$ cat config.mk
export PLATFORM = sky130hd
export DESIGN_NAME = tirc_merge
export DESIGN_NICKNAME = d
export VERILOG_FILES = /design/src/rtl/tirc_pkg.sv /design/src/rtl/tirc_merge.sv
export SDC_FILE = /design/constraint.sdc
export NUM_CORES = 2
export LEC_CHECK = 0
export BUFFER_PORTS_ARGS = -buffer_cell sky130_fd_sc_hd__buf_2
export CORE_ASPECT_RATIO = 1.4
export CORE_MARGIN = 2
export CORE_UTILIZATION = 55
export DETAILED_ROUTE_END_ITERATION = 8
export PLACE_DENSITY = 0.73
export REMOVE_ABC_BUFFERS = 1
export SLEW_MARGIN = 20
export SYNTH_ARGS = -nofsm -noshare
export SYNTH_HDL_FRONTEND = slang
export SYNTH_SLANG_ARGS = --single-unit
$ cat constraint.sdc
create_clock -name clk -period 4.4 [get_ports clk]
set_input_delay 0.22 -clock clk [delete_from_list [all_inputs] [get_ports clk]]
set_output_delay 0.22 -clock clk [all_outputs]
set_load 0.1 [all_outputs]
$ cat src/rtl/tirc_pkg.sv
`timescale 1ns / 1ps
// ----------------------------------------------------------------------------
// tirc_pkg
// Shared types and constants of the tile index core.
// ----------------------------------------------------------------------------
package tirc_pkg;
	localparam int INDEX_W    = 64;
	localparam int CFG_IDX_W  = 4;
	localparam int CFG_DATA_W = 32;
	localparam int LANE_COUNT = 2;

	localparam logic [CFG_IDX_W-1:0] REG_DIM_COUNT = 4'd0;
	localparam logic [CFG_IDX_W-1:0] REG_ORDER     = 4'd1;
	localparam logic [CFG_IDX_W-1:0] REG_LO_FIRST  = 4'd2;
	localparam logic [CFG_IDX_W-1:0] REG_HI_FIRST  = 4'd3;
	localparam logic [CFG_IDX_W-1:0] REG_EXT_FIRST = 4'd4;
	localparam logic [CFG_IDX_W-1:0] REG_LO_SECOND = 4'd5;
	localparam logic [CFG_IDX_W-1:0] REG_HI_SECOND = 4'd6;
	localparam logic [CFG_IDX_W-1:0] REG_EXT_SECOND = 4'd7;

	typedef struct packed {
		logic two_dim;
		logic last_fastest;
	} mode_t;
endpackage

$ cat src/rtl/tirc_merge.sv
`timescale 1ns / 1ps
// ----------------------------------------------------------------------------
// tirc_merge
// Combine the lane quotients into the linear index: multiply, then add.
// ----------------------------------------------------------------------------
module tirc_merge import tirc_pkg::*; #(
	parameter int CW = 32
) (
	input  logic               clk,
	input  logic               arst_n,
	input  logic               valid,
	input  logic               bad,
	input  mode_t              mode,
	input  logic [CW-1:0]      t0,
	input  logic [CW-1:0]      t1,
	input  logic [CW:0]        p0,
	input  logic [CW:0]        p1,
	output logic               done,
	output logic [INDEX_W-1:0] tile_index,
	output logic               status
);
	logic              vld_s1;
	logic              bad_s1;
	logic              one_s1;
	logic [2*CW-1:0]   prod_s1;
	logic              phi_s1;
	logic [CW-1:0]     a_s1;
	logic [CW-1:0]     add_s1;
	logic [CW-1:0]     t0_s1;
	logic [CW-1:0]     mul_a;
	logic [CW:0]       mul_p;
	logic [INDEX_W-1:0] sum;

	always_comb begin
		mul_a = mode.last_fastest ? t0 : t1;
		mul_p = mode.last_fastest ? p1 : p0;
		sum   = INDEX_W'(prod_s1) + INDEX_W'(add_s1)
		      + (phi_s1 ? (INDEX_W'(a_s1) << CW) : '0);
	end

	always_ff @(posedge clk or negedge arst_n) begin
		if (!arst_n) begin
			vld_s1 <= 1'b0;
			done   <= 1'b0;
		end else begin
			vld_s1 <= valid;
			done   <= vld_s1;
		end
	end

	always_ff @(posedge clk) begin
		bad_s1  <= bad;
		one_s1  <= !mode.two_dim;
		prod_s1 <= mul_a * mul_p[CW-1:0];
		phi_s1  <= mul_p[CW];
		a_s1    <= mul_a;
		add_s1  <= mode.last_fastest ? t1 : t0;
		t0_s1   <= t0;
		status  <= bad_s1;
		if (bad_s1) begin
			tile_index <= '0;
		end else if (one_s1) begin
			tile_index <= INDEX_W'(t0_s1);
		end else begin
			tile_index <= sum;
		end
	end
endmodule

==> results.ini <==
[global_routing]
grtUsageTotal_pct=42.1
grt_max_degree=40
met3_usage_pct=9.75
grt_use_met1_pct=44.3
grt_util_met2_pct=68.6
grt_pass1_wl_mm=244
antenna_found_initial=11
grt-ovfl-total=0
top_usage_layer=met2
grt_pass1_vias=41700

[final_layout]
ff_latch_area_um2=4620
finalInstanceArea_um2=55400
layout-drive-gt1-share_pct=26.3
areaGrowthSynthToFinish_pct=30.6
fin_nets=7034
n_fill_cell=5418
multi_input_area_um2=35500

[clocking]
htree_num_levels=1
insertion_delay_ns=0.56
cts-root-buf=clkbuf_16
cts_buffer_depth=3
clkTransAtPathRegs_ns=0.06
cts_sinks=230
tritoncts=done
cts_made_buffers=25

[worst_setup_path]
cp.arrival_ns=7.91
path_buf_inv=13
cp_common_cell=fa_1
crit_family=adder cells
required_ns=4.83
critPathCaptureType=flop
worst_path_max_delay_cell=fa_1
crit_fanout=6
critPathLaunchType=input port
slowest_delay_ns=0.56
path_class=input port to flop

[place]
place_area_um2=49800
place_congestion=1.04
dpl_worst_slack_ns=-3.97
io_buffers=201
hpwl_mm=131

[die]
start_util_pct=55.5
die_area_um2=79500
io_pins=202
core_area_um2=76400
row_count=120
die-height_um=333
dieWidth_um=239

[timing]
clock.fmax_mhz=134
finalMaxSlewViolations=0
hold_viol=0
setup_slack_ns=-3.08
finalCriticalPeriod_ns=7.48
rsz0062_at_grt=true
slew_headroom_pct=57.9
worst_pin_slew_ns=0.629
final.setup_skew_ns=0.0265
setup_viol=56
period_share_pct=170

[routing]
dr.pass1.iters=9
wl_per_cell_um=25.1
drc_errors=0
vias=38800
final_antenna_net_count=0
routed_via_density=5.81
drt_iter0_markers=3013
drt-total-wl_mm=168

[synthesis]
ys_types=71
ys_seq_area_share_pct=10.9
synthCells=4817
syn_area_um2=42500
synth_seq_cells=230
synth-edff-count=0
synth_ff_type=dfxtp_1
yosysWarnings=0
synth-async-reset-ratio_pct=0.870
syn_area_per_cell_um2=8.81

[flow_run]
max-cap-violations=0

[min_path]
hold_path_class=input port to flop

[run_status]
violations=setup timing
outcome=complete, but fails checks

## worst reg2reg max path, stage by stage, from the launching register on
cell and delay [ns]:
dfxtp_1 0.32, ha_1 0.18, inv_1 0.06, fa_1 0.39
nor2b_1 0.26, o31a_1 0.28, o21ai_0 0.18, a31oi_1 0.46
nor4_1 0.13, nor3_1 0.49, a21oi_1 0.26, o211ai_1 0.27
a21oi_1 0.09, a31o_2 0.22
## synth_stat cells (4+ instances only)
| master | count | share of area, % |
|---|---|---|
| inv_1 | 957 | 8.5 |
| fa_1 | 897 | 42 |
| nor2_1 | 769 | 6.8 |
| nand2_1 | 495 | 4.4 |
| ha_1 | 326 | 9.6 |
| dfxtp_1 | 228 | 11 |
| clkbuf_1 | 209 | 1.8 |
| a21oi_1 | 172 | 2.0 |
| a21o_1 | 86 | 1.5 |
| o21ai_0 | 81 | 0.95 |
| mux2i_1 | 73 | 1.7 |
| xnor2_1 | 73 | 1.5 |
| mux2_2 | 66 | 1.8 |
| and2_1 | 40 | 0.59 |
| xor2_1 | 36 | 0.74 |
| nor3_1 | 33 | 0.39 |
| nand4_1 | 27 | 0.40 |
| nand3_1 | 24 | 0.28 |
| o21bai_1 | 24 | 0.42 |
| a31oi_1 | 17 | 0.25 |
| o21a_1 | 16 | 0.28 |
| and3_1 | 14 | 0.21 |
| buf_1 | 12 | 0.11 |
| nor2b_1 | 12 | 0.18 |
| o211ai_1 | 10 | 0.18 |
| nand2b_1 | 9 | 0.13 |
| a211oi_1 | 8 | 0.14 |
| a21boi_0 | 7 | 0.12 |
| and4_1 | 7 | 0.14 |
| o21ai_1 | 7 | 0.083 |
| o31ai_1 | 6 | 0.11 |
| or3_1 | 6 | 0.088 |
| a221o_1 | 5 | 0.12 |
| clkinv_1 | 5 | 0.044 |
| a211o_1 | 4 | 0.083 |
| a41o_1 | 4 | 0.094 |
| nor4_1 | 4 | 0.059 |
## flip-flops by register name, summed over array words and instances, names as in the netlist
signal,count
prod_s1,64
tile_index,64
a_s1,32
add_s1,32
t0_s1,32
bad_s1,1
done,1
one_s1,1
phi_s1,1
status,1
vld_s1,1
## cell families (layout without fill, tap and decap cells)
family                     Yosys count  count (layout)  synth area share (%)
AOI/OAI and AO/OA                  476             476                  7.07
adders and majority gates         1223            1223                  51.9
muxes                              139             140                  3.47
other                                0               9                     0
xor gates and xnor gates           109             109                  2.25
DFF                                230             230                  10.9
and+or+nand+nor                   1455            1455                  13.9
buffers and inverters             1185            2061                  10.5
## per-layer routing
layer  routed length, um  part of all wire, %
met5                  35                0.021
met1               52300                   31
met2               78700                   47
met3               15400                  9.2
met4               21500                   13
## layout make-up
class | count | area share, %
Multi-Input combinational cell | 3403 | 64.1
Timing Repair Buffer | 1053 | 17.2
Sequential cell | 230 | 8.33
Inverter | 962 | 6.61
Tap cell | 976 | 2.20
Clock buffer | 34 | 1.23
Clock inverter | 12 | 0.334
Antenna cell | 9 | 0.0406
## path summary, 6_finish.rpt
| check | to | slack (ns) | depth (start not counted) | from |
|---|---|---|---|---|
| worst max register to register | tile_index[62]$_SDFF_PP0_ | 0.66 | 13 | prod_s1[0]$_DFF_P_ |
| max in group asynchronous | done$_DFF_PN0_ | 3.73 | 3 | arst_n |
| worst min-delay path | add_s1[18]$_DFF_P_ | 0.01 | 2 | t1[18] |
| worst max-delay path | prod_s1[63]$_DFF_P_ | -3.08 | 33 | mode[0] |
| min in group asynchronous | vld_s1$_DFF_PN0_ | 0.53 | 3 | arst_n |
| worst min register to register | done$_DFF_PN0_ | 0.38 | 0 | vld_s1$_DFF_PN0_ |
## repair_timing
item,4_1_cts,5_1_grt
resized for setup,352,202
pin swaps,99,93
hold endpoints to repair,61,0
setup endpoints to repair,57,57
cloned,14,4
buffers inserted,85,53
hold buffers,62,0
## stage by stage
stage | cells | hold slack, ns | utilization, % | setup TNS [ns]
6_report | 6679 | 0.0145 | 72.5 | -134.64
3_5_place_dp | 6418 | 0.0120 | 65.2 | -179.09
2_1_floorplan | 4594 | -0.0756 | - | -157.44
4_1_cts | 6623 | 0.00350 | 70.9 | -124.14
5_1_grt | 6674 | 0.00841 | 72.5 | -142.12
3_3_place_gp | 6418 | 0.00546 | 65.2 | -176.41
## cells in the final DEF (no fill, tap or decap), types with 68 or more instances in the layout
cell type and instances:
fa_1 829, a21oi_1 140, inv_1 901, buf_6 69, fa_2 68, dfxtp_1 227, buf_12 98, buf_4 596
ha_1 280, nor2_1 734, buf_2 200, nand2_1 477, a21o_1 86
Power is not shown: default switching activity piles up to over one toggle a cycle in this logic, so the estimate is an artifact.
