File: src/rtl/tirc_pkg.sv
`timescale 1ns / 1ps
// ----------------------------------------------------------------------------
// tirc_pkg
// Shared types and constants of the tile index core.
// ----------------------------------------------------------------------------
package tirc_pkg;
	localparam int INDEX_W    = 64;
	localparam int CFG_IDX_W  = 4;
	localparam int CFG_DATA_W = 32;
	localparam int LANE_COUNT = 2;

	localparam logic [CFG_IDX_W-1:0] REG_DIM_COUNT = 4'd0;
	localparam logic [CFG_IDX_W-1:0] REG_ORDER     = 4'd1;
	localparam logic [CFG_IDX_W-1:0] REG_LO_FIRST  = 4'd2;
	localparam logic [CFG_IDX_W-1:0] REG_HI_FIRST  = 4'd3;
	localparam logic [CFG_IDX_W-1:0] REG_EXT_FIRST = 4'd4;
	localparam logic [CFG_IDX_W-1:0] REG_LO_SECOND = 4'd5;
	localparam logic [CFG_IDX_W-1:0] REG_HI_SECOND = 4'd6;
	localparam logic [CFG_IDX_W-1:0] REG_EXT_SECOND = 4'd7;

	typedef struct packed {
		logic two_dim;
		logic last_fastest;
	} mode_t;
endpackage

File: src/rtl/tirc_count.sv
`timescale 1ns / 1ps
// ----------------------------------------------------------------------------
// tirc_count
// Tile count of one dimension: ceil((hi - lo + 1) / extent), one quotient
// bit per cycle. Reloads after reset and on every restart.
// ----------------------------------------------------------------------------
module tirc_count import tirc_pkg::*; #(
	parameter int CW = 32
) (
	input  logic        clk,
	input  logic        arst_n,
	input  logic        restart,
	input  logic [CW-1:0] lo,
	input  logic [CW-1:0] hi,
	input  logic [CW-1:0] extent,
	output logic        busy,
	output logic [CW:0] count
);
	localparam int CNT_W = $clog2(CW + 2);

	logic             load_q;
	logic             run_q;
	logic [CNT_W-1:0] step_q;
	logic             empty_q;
	logic [CW-1:0]    rem_q;
	logic [CW:0]      quo_q;
	logic [CW:0]      count_q;
	logic [CW:0]      trial;
	logic             fits;

	always_comb begin
		trial = {rem_q, quo_q[CW]};
		fits  = (trial >= {1'b0, extent});
	end

	always_ff @(posedge clk or negedge arst_n) begin
		if (!arst_n) begin
			load_q <= 1'b1;
			run_q  <= 1'b0;
			step_q <= '0;
		end else if (restart) begin
			load_q <= 1'b1;
			run_q  <= 1'b0;
		end else if (load_q) begin
			load_q <= 1'b0;
			run_q  <= 1'b1;
			step_q <= CNT_W'(CW + 1);
		end else if (run_q) begin
			step_q <= step_q - 1'b1;
			if (step_q == CNT_W'(1)) begin
				run_q <= 1'b0;
			end
		end
	end

	always_ff @(posedge clk) begin
		if (load_q) begin
			empty_q <= (hi < lo);
			rem_q   <= '0;
			quo_q   <= {1'b0, hi} - {1'b0, lo} + 1'b1;
		end else if (run_q) begin
			rem_q <= fits ? CW'(trial - {1'b0, extent}) : trial[CW-1:0];
			quo_q <= {quo_q[CW-1:0], fits};
			if (step_q == CNT_W'(1)) begin
				count_q <= '0;
			end
		end
		if (!load_q && !run_q && !restart) begin
			count_q <= empty_q ? '0 : quo_q + (CW+1)'(rem_q != '0);
		end
	end

	assign busy  = load_q || run_q;
	assign count = count_q;
endmodule

File: config.mk
export PLATFORM = sky130hd
export DESIGN_NAME = tirc_count
export DESIGN_NICKNAME = d
export VERILOG_FILES = /design/src/rtl/tirc_pkg.sv /design/src/rtl/tirc_count.sv
export SDC_FILE = /design/constraint.sdc
export NUM_CORES = 1
export LEC_CHECK = 0
export ABC_AREA = 1
export BUFFER_PORTS_ARGS = -buffer_cell sky130_fd_sc_hd__buf_2
export CORE_UTILIZATION = 50
export DETAILED_ROUTE_END_ITERATION = 16
export GPL_TIMING_DRIVEN = 0
export PLACE_DENSITY = 0.67
export SYNTH_ARGS = -nofsm -noshare
export SYNTH_HDL_FRONTEND = slang
export SYNTH_SLANG_ARGS = --single-unit
export TNS_END_PERCENT = 100
File: constraint.sdc
create_clock -name clk -period 4.7 [get_ports clk]
set_input_delay 0.705 -clock clk [delete_from_list [all_inputs] [get_ports clk]]
set_output_delay 0.705 -clock clk [all_outputs]
set_load 0.005 [all_outputs]
==> results.toml, run 1 <==
[setup_path]
worstSetupStartpointType = "flip-flop"
critical_path_arrival_ns = 3.35
critical_path_required_ns = 4.81
cp-end-kind = "flip-flop"
crit_path_max_fanout = 6
worstSetupPathType = "reg2reg"

[synth]
syn-cell-area_mm2 = 0.0112
post-synth-top-area-cell = "edfxtp_1"
ys_types = 50
post-synth-top-count-cell = "nand2_1"
synth_commonest_cells = "nand2_1 (536), inv_1 (340), nand3_1 (153)"
synth_nets = 1963
synth_area_leaders = "edfxtp_1 (18%), nand2_1 (18%), inv_1 (11%), ha_1 (11%), nand3_1 (6.9%)"
synth_seq_cells = 107
synth_edf_count = 67
synth-async-reset-ratio = 0.0748
synth_top_area_share = 0.180
yosys_warnings = 0
synth.avg_cell_area_um2 = 6.40
ys_seq_area_frac = 0.256
ys.flop_type = "edfxtp_1"
syn_inst = 1746

[cts]
cts_made_buffers = 9
hold_buffers = 0
post_cts.repair.setup_buffers = 0
cts-htree-levels = 3
ctsRootBufferMaster = "clkbuf_16"
cts.repair.resized = 0
clk-insertion-delay-late_ns = 0.36
clk_pin_slew_ns = 0.09
cts.sinks = 107
max-clock-path-buffers = 2
cts_tree = "done"

[routing]
wl_per_cell_um = 15.1
viasPerCell = 5.21
drt_iter0_markers = 916
ant_nets = 0
drc = 0
drt_first_pass_iters = 5
vias = 11353
wl_mm = 32.9

[run]
max-cap-violations = 0

[finish]
diodes = 0
postLayoutCoreUtil = 0.573
nets = 2109
syn_to_final_growth_pct = 12.2
drive_above_1_share = 0.110

[sta]
relSlewSlack = 0.459
worst_pin_slew_ns = 0.807
rsz0062_at_grt = "no"
fin_skew_ns = 0.0147
setup_violations = 0
hold_viol_final = 0
tns_ns = 0
period_needed_ns = 3.24
max_freq_mhz = 309
slew_violations = 0
layout_worst_path_cycle_share = 0.688

[global_routing]
grt_max_degree = 35
antenna_found_initial = 0
grt_pass1_vias = 9880
grt_pass1_wl_mm = 51.4
grt_overflow = 0
track_usage = 0.295

[placement]
io_buffer_count = 132
gp_congestion = 0.976
dpl.hpwl_mm = 27.6

[outcome]
status = "completed"

[floorplanning]
die_height_um = 151
io_pins = 133
rows = 54
dieArea_mm2 = 0.0229
start_util = 0.510
coreArea_mm2 = 0.0219
die_w_um = 151

[power_and_ir_drop]
ir_drop_mv = 0.227
p_leak_nw = 6.78
p_per_area_mw_per_mm2 = 230

[min_path]
hold_path_class = "in2async"
-- cells by family (layout without fill, tap and decap cells) --
group,count (synthesis),count (layout),synth area share
buf+inv,375,526,0.130
xor+xnor,23,23,0.0180
fa+ha+maj,118,118,0.144
flops,107,107,0.256
simple gates,950,950,0.370
compound gates,173,173,0.0827
-- sequential cells by signal (all words and copies together), names as in the netlist --
name     count
quo_q       33
step_q       6
rem_q       32
count       33
load_q       1
empty_q      1
run_q        1
-- critical path, stage by stage (launching register included) --
cell	delay (ns)
dfxtp_1	0.35
inv_1	0.09
nand4_1	0.21
nor4_1	0.57
nand4_1	0.34
ha_1	0.31
ha_1	0.19
nand2_1	0.08
nor2_1	0.06
nand2_1	0.21
nor2_1	0.10
nand2_1	0.10
nor2_1	0.07
inv_1	0.11
o21ai_1	0.07
nor3b_1	0.13
-- layer usage --
| layer | global-route usage | part of all wire | vias up |
|---|---|---|---|
| met3 | 0.0365 | 0.085 | 20 |
| met4 | 0.0525 | 0.0092 | 0 |
| met5 | 0 | 0 | - |
| li1 | - | - | 5833 |
| met2 | 0.407 | 0.39 | 404 |
| met1 | 0.478 | 0.52 | 5096 |
-- per-stage QoR --
step / worst slack [ns] / hold WS, ns / total power [mW] / instances / instance area [µm²]
6_report: 1.46 / 0.166 / 2.88 / 2177 / 12500
5_1_grt: 1.39 / 0.170 / 3.06 / 2177 / 12500
4_1_cts: 1.58 / 0.162 / 2.88 / 2177 / 12500
3_5_place_dp: 1.40 / 0.464 / 2.10 / 2161 / 12200
3_3_place_gp: -0.705 / 0.462 / 2.08 / 2158 / 12200
2_1_floorplan: 0.902 / 0.409 / 1.79 / 1746 / 11200
-- layout make-up --
| type | instances | area (µm²) |
|---|---|---|
| sequential | 107 | 2850 |
| timing repair buffer | 135 | 711 |
| buffer | 24 | 140 |
| inverter | 351 | 1320 |
| multi-input combinational | 1264 | 6860 |
| clock buffer | 9 | 225 |
| fill | 2210 | 9360 |
| clock inverter | 7 | 72.6 |
| tap | 280 | 350 |
-- final timing paths --
check,slack (ns),end,start,depth (start not counted)
max,1.46,count[26],rem_q[27],15
min,0.17,step_q[0],arst_n,1
max reg2reg,1.46,count[26],rem_q[27],15
min reg2reg,0.48,rem_q[24],rem_q[24],2
max in group asynchronous,4.28,load_q,arst_n,1
min in group clk,0.48,rem_q[24],rem_q[24],2
-- report_power, final --
part	leakage [nW]	switching [mW]	total (mW)	internal, mW
registers	1.02	0.0811	1.20	1.12
logic	5.62	0.581	0.899	0.318
clock network	0.141	0.409	0.784	0.375
total	6.78	1.07	2.88	1.81
-- cell usage in the layout (no fill, tap or decap), drive strengths merged, types with 13 or more instances in the layout --
cell type  netlist  final
nand3          154    154
clkbuf          10     19
nand4           33     33
nand2          546    546
or2             13     13
edfxtp          67     67
inv            347    349
xnor2           17     17
dfxtp           32     32
ha             101    101
nor3            33     33
o21ai           64     64
nor2           140    140
a21oi           84     84
buf             14    149
fa              17     17
(Power assumes the default switching activity.)
==> run 2: changes to the inputs <==
- PLACE_DENSITY: 0.67 -> 0.7
- clock period: 4.7 -> 2.84 ns (I/O delays scaled with it)
==> results.toml, run 2 (synthesis gave the netlist of run 1 again) <==
[cts]
clk-insertion-delay-late_ns = 0.36
cts-htree-levels = 3
cts_made_buffers = 9
cts_tree = "done"
max-clock-path-buffers = 2
cts.sinks = 107
clk_pin_slew_ns = 0.09
ctsRootBufferMaster = "clkbuf_16"

[sta]
layout_worst_path_cycle_share = 0.961
max_freq_mhz = 367
relSlewSlack = 0.557
period_needed_ns = 2.73
worst_pin_slew_ns = 0.663
fin_ws_ns = 0.112
whs_ns = 0.237
setup_violations = 0
slew_violations = 0
hold_viol_final = 0
fin_skew_ns = 0.0165

[outcome]
status = "completed"

[floorplanning]
die_height_um = 151
rows = 54
die_w_um = 151
io_pins = 133
start_util = 0.510
coreArea_mm2 = 0.0219
dieArea_mm2 = 0.0229

[placement]
dp.cells = 2160
dpl.hpwl_mm = 27.5
gp_congestion = 0.972
io_buffer_count = 132
post-place-ws_ns = -0.237

[min_path]
holdPathEnd = "load_q"
hold_path_class = "in2reg"
worstHoldStart = "restart"
hold-path-cell-count = 1

[routing]
vias = 11319
viasPerCell = 5.19
drt_iter0_markers = 941
drt_first_pass_iters = 5
wl_mm = 32.6
wl_per_cell_um = 14.9
drc = 0
ant_nets = 0

[setup_path]
worstSetupPathType = "reg2reg"
cp-end-kind = "flip-flop"
reg2regPathDepth = 15
critical_path_required_ns = 2.95
critical-path-slowest-cell = "dfxtp_2"
critical_path_arrival_ns = 2.84
worstSetupStartpointType = "flip-flop"
max_stage_delay_ns = 0.35
crit_chain = "inv_1, nand4_1, nor4_4, nand4_1, ha_2, ha_1, nand2_2, nor2_2, nand2_2, nor2_1, nand2_1, nor2_1, inv_1, o21ai_1, nor3b_1"
r2r_slack_ns = 0.11
r2r-start = "rem_q[27]"
crit_path_max_fanout = 5
r2r-end = "count[26]"

[global_routing]
grt_overflow = 0
grt_pass1_wl_mm = 51.4
track_usage = 0.293
grt_pass1_vias = 9995
antenna_found_initial = 0
grt_max_degree = 44

[finish]
diodes = 0
fin_cells = 2180
fillers = 2212
layout_commonest_cell = "nand2_1"
syn_to_final_growth_pct = 13.0
drive_above_1_share = 0.118
nets = 2112
layout_common_cells = "nand2_1 (534), inv_1 (337), nand3_1 (153), buf_2 (138), nor2_1 (131)"

[power_and_ir_drop]
p_leak_nw = 6.82
p_per_area_mw_per_mm2 = 385
ir_drop_mv = 0.381

[run]
max-cap-violations = 0
-- run 2: per-layer routing --
| layer | track usage | routed length [µm] |
|---|---|---|
| met1 | 0.461 | 16800 |
| met2 | 0.423 | 13000 |
| met3 | 0.0377 | 2530 |
| met4 | 0.0480 | 279 |
| met5 | 0 | 0 |
-- run 2: where the power goes --
group / switching (mW) / internal, mW
Sequential: 0.139 / 1.85
Clock: 0.669 / 0.721
Combinational: 0.957 / 0.525
Total: 1.77 / 3.09
-- run 2: worst max-delay path by stage --
stage | from | endpoint | slack, ns
final | rem_q[27] | count[26] | 0.11
after global routing | rem_q[28] | count[20] | -0.02
after CTS | rem_q[26] | count[26] | 0.02
after detailed placement | rem_q[28] | count[26] | -0.24
after global placement | run_q | count[16] | -1.05
after floorplan | run_q | count[0] | 0.06
-- run 2: metrics by stage --
stage / utilization / area [µm²] / total power [mW] / TNS [ns]
after floorplan: - / 11200 / 2.97 / 0
final: 0.577 / 12600 / 4.86 / 0
after CTS: 0.574 / 12600 / 4.85 / 0
after global placement: 0.557 / 12200 / 3.43 / -35.82
after detailed placement: 0.558 / 12200 / 3.46 / -3.29
after global routing: 0.577 / 12600 / 5.15 / -0.0314
-- run 2: final cells by class --
cell class                      instances  area, µm²  share of cell area
Inverter                              351       1320               0.104
Timing Repair Buffer                  138        723              0.0573
Multi-Input combinational cell       1264       6900               0.547
Buffer                                 24        143              0.0113
Clock inverter                          7        103             0.00813
Clock buffer                            9        225              0.0178
Tap cell                              280        350              0.0278
Sequential cell                       107       2860               0.226
-- run 2: worst max-delay path: cells and delay by family, from the launching register on --
| kind | cells | cell delay [ns] |
|---|---|---|
| adders and majority gates | 2 | 0.47 |
| and+or+nand+nor | 10 | 1.41 |
| AOI/OAI and AO/OA | 1 | 0.06 |
| DFF | 1 | 0.35 |
| buffers and inverters | 2 | 0.18 |
-- run 2: timing repair --
action                                 4_1_cts  5_1_grt
buffers inserted                             0        3
resized for setup                            3       13
pin swaps                                    2        7
endpoints found under the hold margin        7        0
hold buffers                                 1        0
setup endpoints to repair                   31       11
==> run 3: changes to the inputs <==
- ABC_CLOCK_PERIOD_IN_PS: default -> 2840
- CORE_UTILIZATION: 50 -> 35
- PLACE_DENSITY: 0.7 -> 0.51
==> results.toml, run 3 (synthesis gave the netlist of run 1 again) <==
[routing]
ant_nets = 0
drc = 0
wl_mm = 34.6
wl_per_cell_um = 15.0
viasPerCell = 4.78
drt_first_pass_iters = 5
drt_iter0_markers = 798
vias = 11013

[global_routing]
antenna_found_initial = 0
gr-usage-met2 = 0.307
grt_overflow = 0
grt_max_degree = 44
gr-max-usage-layer = "met1"
grt_pass1_wl_mm = 55.0
grt_pass1_vias = 10323
track_usage = 0.217
grtUsageMet3 = 0.0253
met1_usage = 0.341

[finish]
syn_to_final_growth_pct = 14.1
drive_above_1_share = 0.119
layout_commonest_cell = "nand2_1"
nets = 2113
fin_cells = 2302
diodes = 0
layout_common_cells = "nand2_1 (534), inv_1 (336), nand3_1 (153), buf_2 (138), nor2_1 (130)"

[sta]
fin_skew_ns = 0.0148
setup_violations = 0
worst_pin_slew_ns = 0.696
relSlewSlack = 0.533
max_freq_mhz = 368
layout_worst_path_cycle_share = 0.958
slew_violations = 0
rsz0062_at_grt = "no"
period_needed_ns = 2.72
hold_viol_final = 0
whs_ns = 0.225

[floorplanning]
start_util = 0.355
die_height_um = 181
coreArea_mm2 = 0.0315
die_w_um = 181
io_pins = 133
dieArea_mm2 = 0.0326
rows = 65

[run]
max-cap-violations = 0

[setup_path]
critical-path-slowest-cell = "nor4_4"
r2r_slack_ns = 0.12
worstPathBufferInverterCount = 2
max_stage_delay_ns = 0.40
critical_path_required_ns = 2.96
r2r-start = "rem_q[28]"
critical_path_arrival_ns = 2.84
crit_path_end = "count[26]"
worstSetupStartpoint = "rem_q[28]"
cp-end-kind = "flip-flop"
r2r-end = "count[26]"
crit_family = "simple AND/OR/NAND/NOR gates"
path_depth = 15
crit_path_max_fanout = 5
reg2regPathDepth = 15
worstSetupPathType = "reg2reg"
crit_chain = "inv_1, nand4_1, nor4_4, nand4_1, ha_2, ha_2, nand2_2, nor2_2, nand2_2, nor2_2, nand2_1, nor2_1, inv_1, o21ai_1, nor3b_1"
worstSetupStartpointType = "flip-flop"

[placement]
gp_congestion = 0.927
io_buffer_count = 132
dpl.hpwl_mm = 29.4
dp.cells = 2282

[cts]
cts_tree = "done"
cts_made_buffers = 9
cts.sinks = 107
max-clock-path-buffers = 2
ctsRootBufferMaster = "clkbuf_16"
cts-htree-levels = 3
clk-insertion-delay-late_ns = 0.38
clk_pin_slew_ns = 0.08

[outcome]
status = "completed"

[power_and_ir_drop]
p_per_area_mw_per_mm2 = 370
p_leak_nw = 6.80
ir_drop_mv = 0.327

[min_path]
hold_path_class = "in2reg"
==> run 3: changes by cell type in the layout (fill, tap and decap cells not counted), sizes merged <==
cell / delta
buf: +1
bufinv: -1
==> run 3: what timing repair did <==
item / 4_1_cts / 5_1_grt
hold buffers: 1 / 0
buffers inserted: 0 / 4
endpoints found under the setup margin: 45 / 7
pin swaps: 2 / 8
cloned: 0 / 0
gates resized for setup: 5 / 14
endpoints found under the hold margin: 7 / 0
==> run 3: worst min path at each step <==
stage	depth (start not counted)	from	slack [ns]	endpoint
final	1	restart	0.22	load_q
after global routing	1	restart	0.21	load_q
after CTS	1	restart	0.20	load_q
after detailed placement	1	arst_n	0.28	step_q[5]
after global placement	1	arst_n	0.28	step_q[5]
after floorplan	0	arst_n	0.13	run_q
==> run 3: metrics by stage <==
stage,instance area [µm²],TNS [ns],total power [mW],utilization,worst slack [ns]
2_1_floorplan,11200,0,2.97,-,0.0597
3_3_place_gp,12300,-43.20,3.47,0.392,-1.24
3_5_place_dp,12400,-7.25,3.48,0.393,-0.257
4_1_cts,12700,0,4.77,0.403,0.0549
5_1_grt,12700,0,5.06,0.405,0.0135
6_report,12700,0,4.72,0.405,0.120
==> run 3: layout make-up <==
cell class | count | area (µm²)
fill | 3448 | 18700
multi-input combinational | 1264 | 6900
sequential | 107 | 2860
inverter | 351 | 1320
timing repair buffer | 139 | 731
tap | 402 | 503
clock buffer | 9 | 225
buffer | 24 | 143
clock inverter | 6 | 57.6
==> run 3: routing by layer <==
layer | share of wire | vias up
li1 | - | 5846
met5 | 0 | -
met4 | 0.013 | 0
met2 | 0.39 | 277
met1 | 0.55 | 4867
met3 | 0.046 | 23
==> run 3: power breakdown <==
| part | total, mW | internal (mW) | switching, mW |
|---|---|---|---|
| clock | 1.25 | 0.611 | 0.641 |
| sequential | 1.98 | 1.85 | 0.135 |
| combinational | 1.48 | 0.525 | 0.959 |
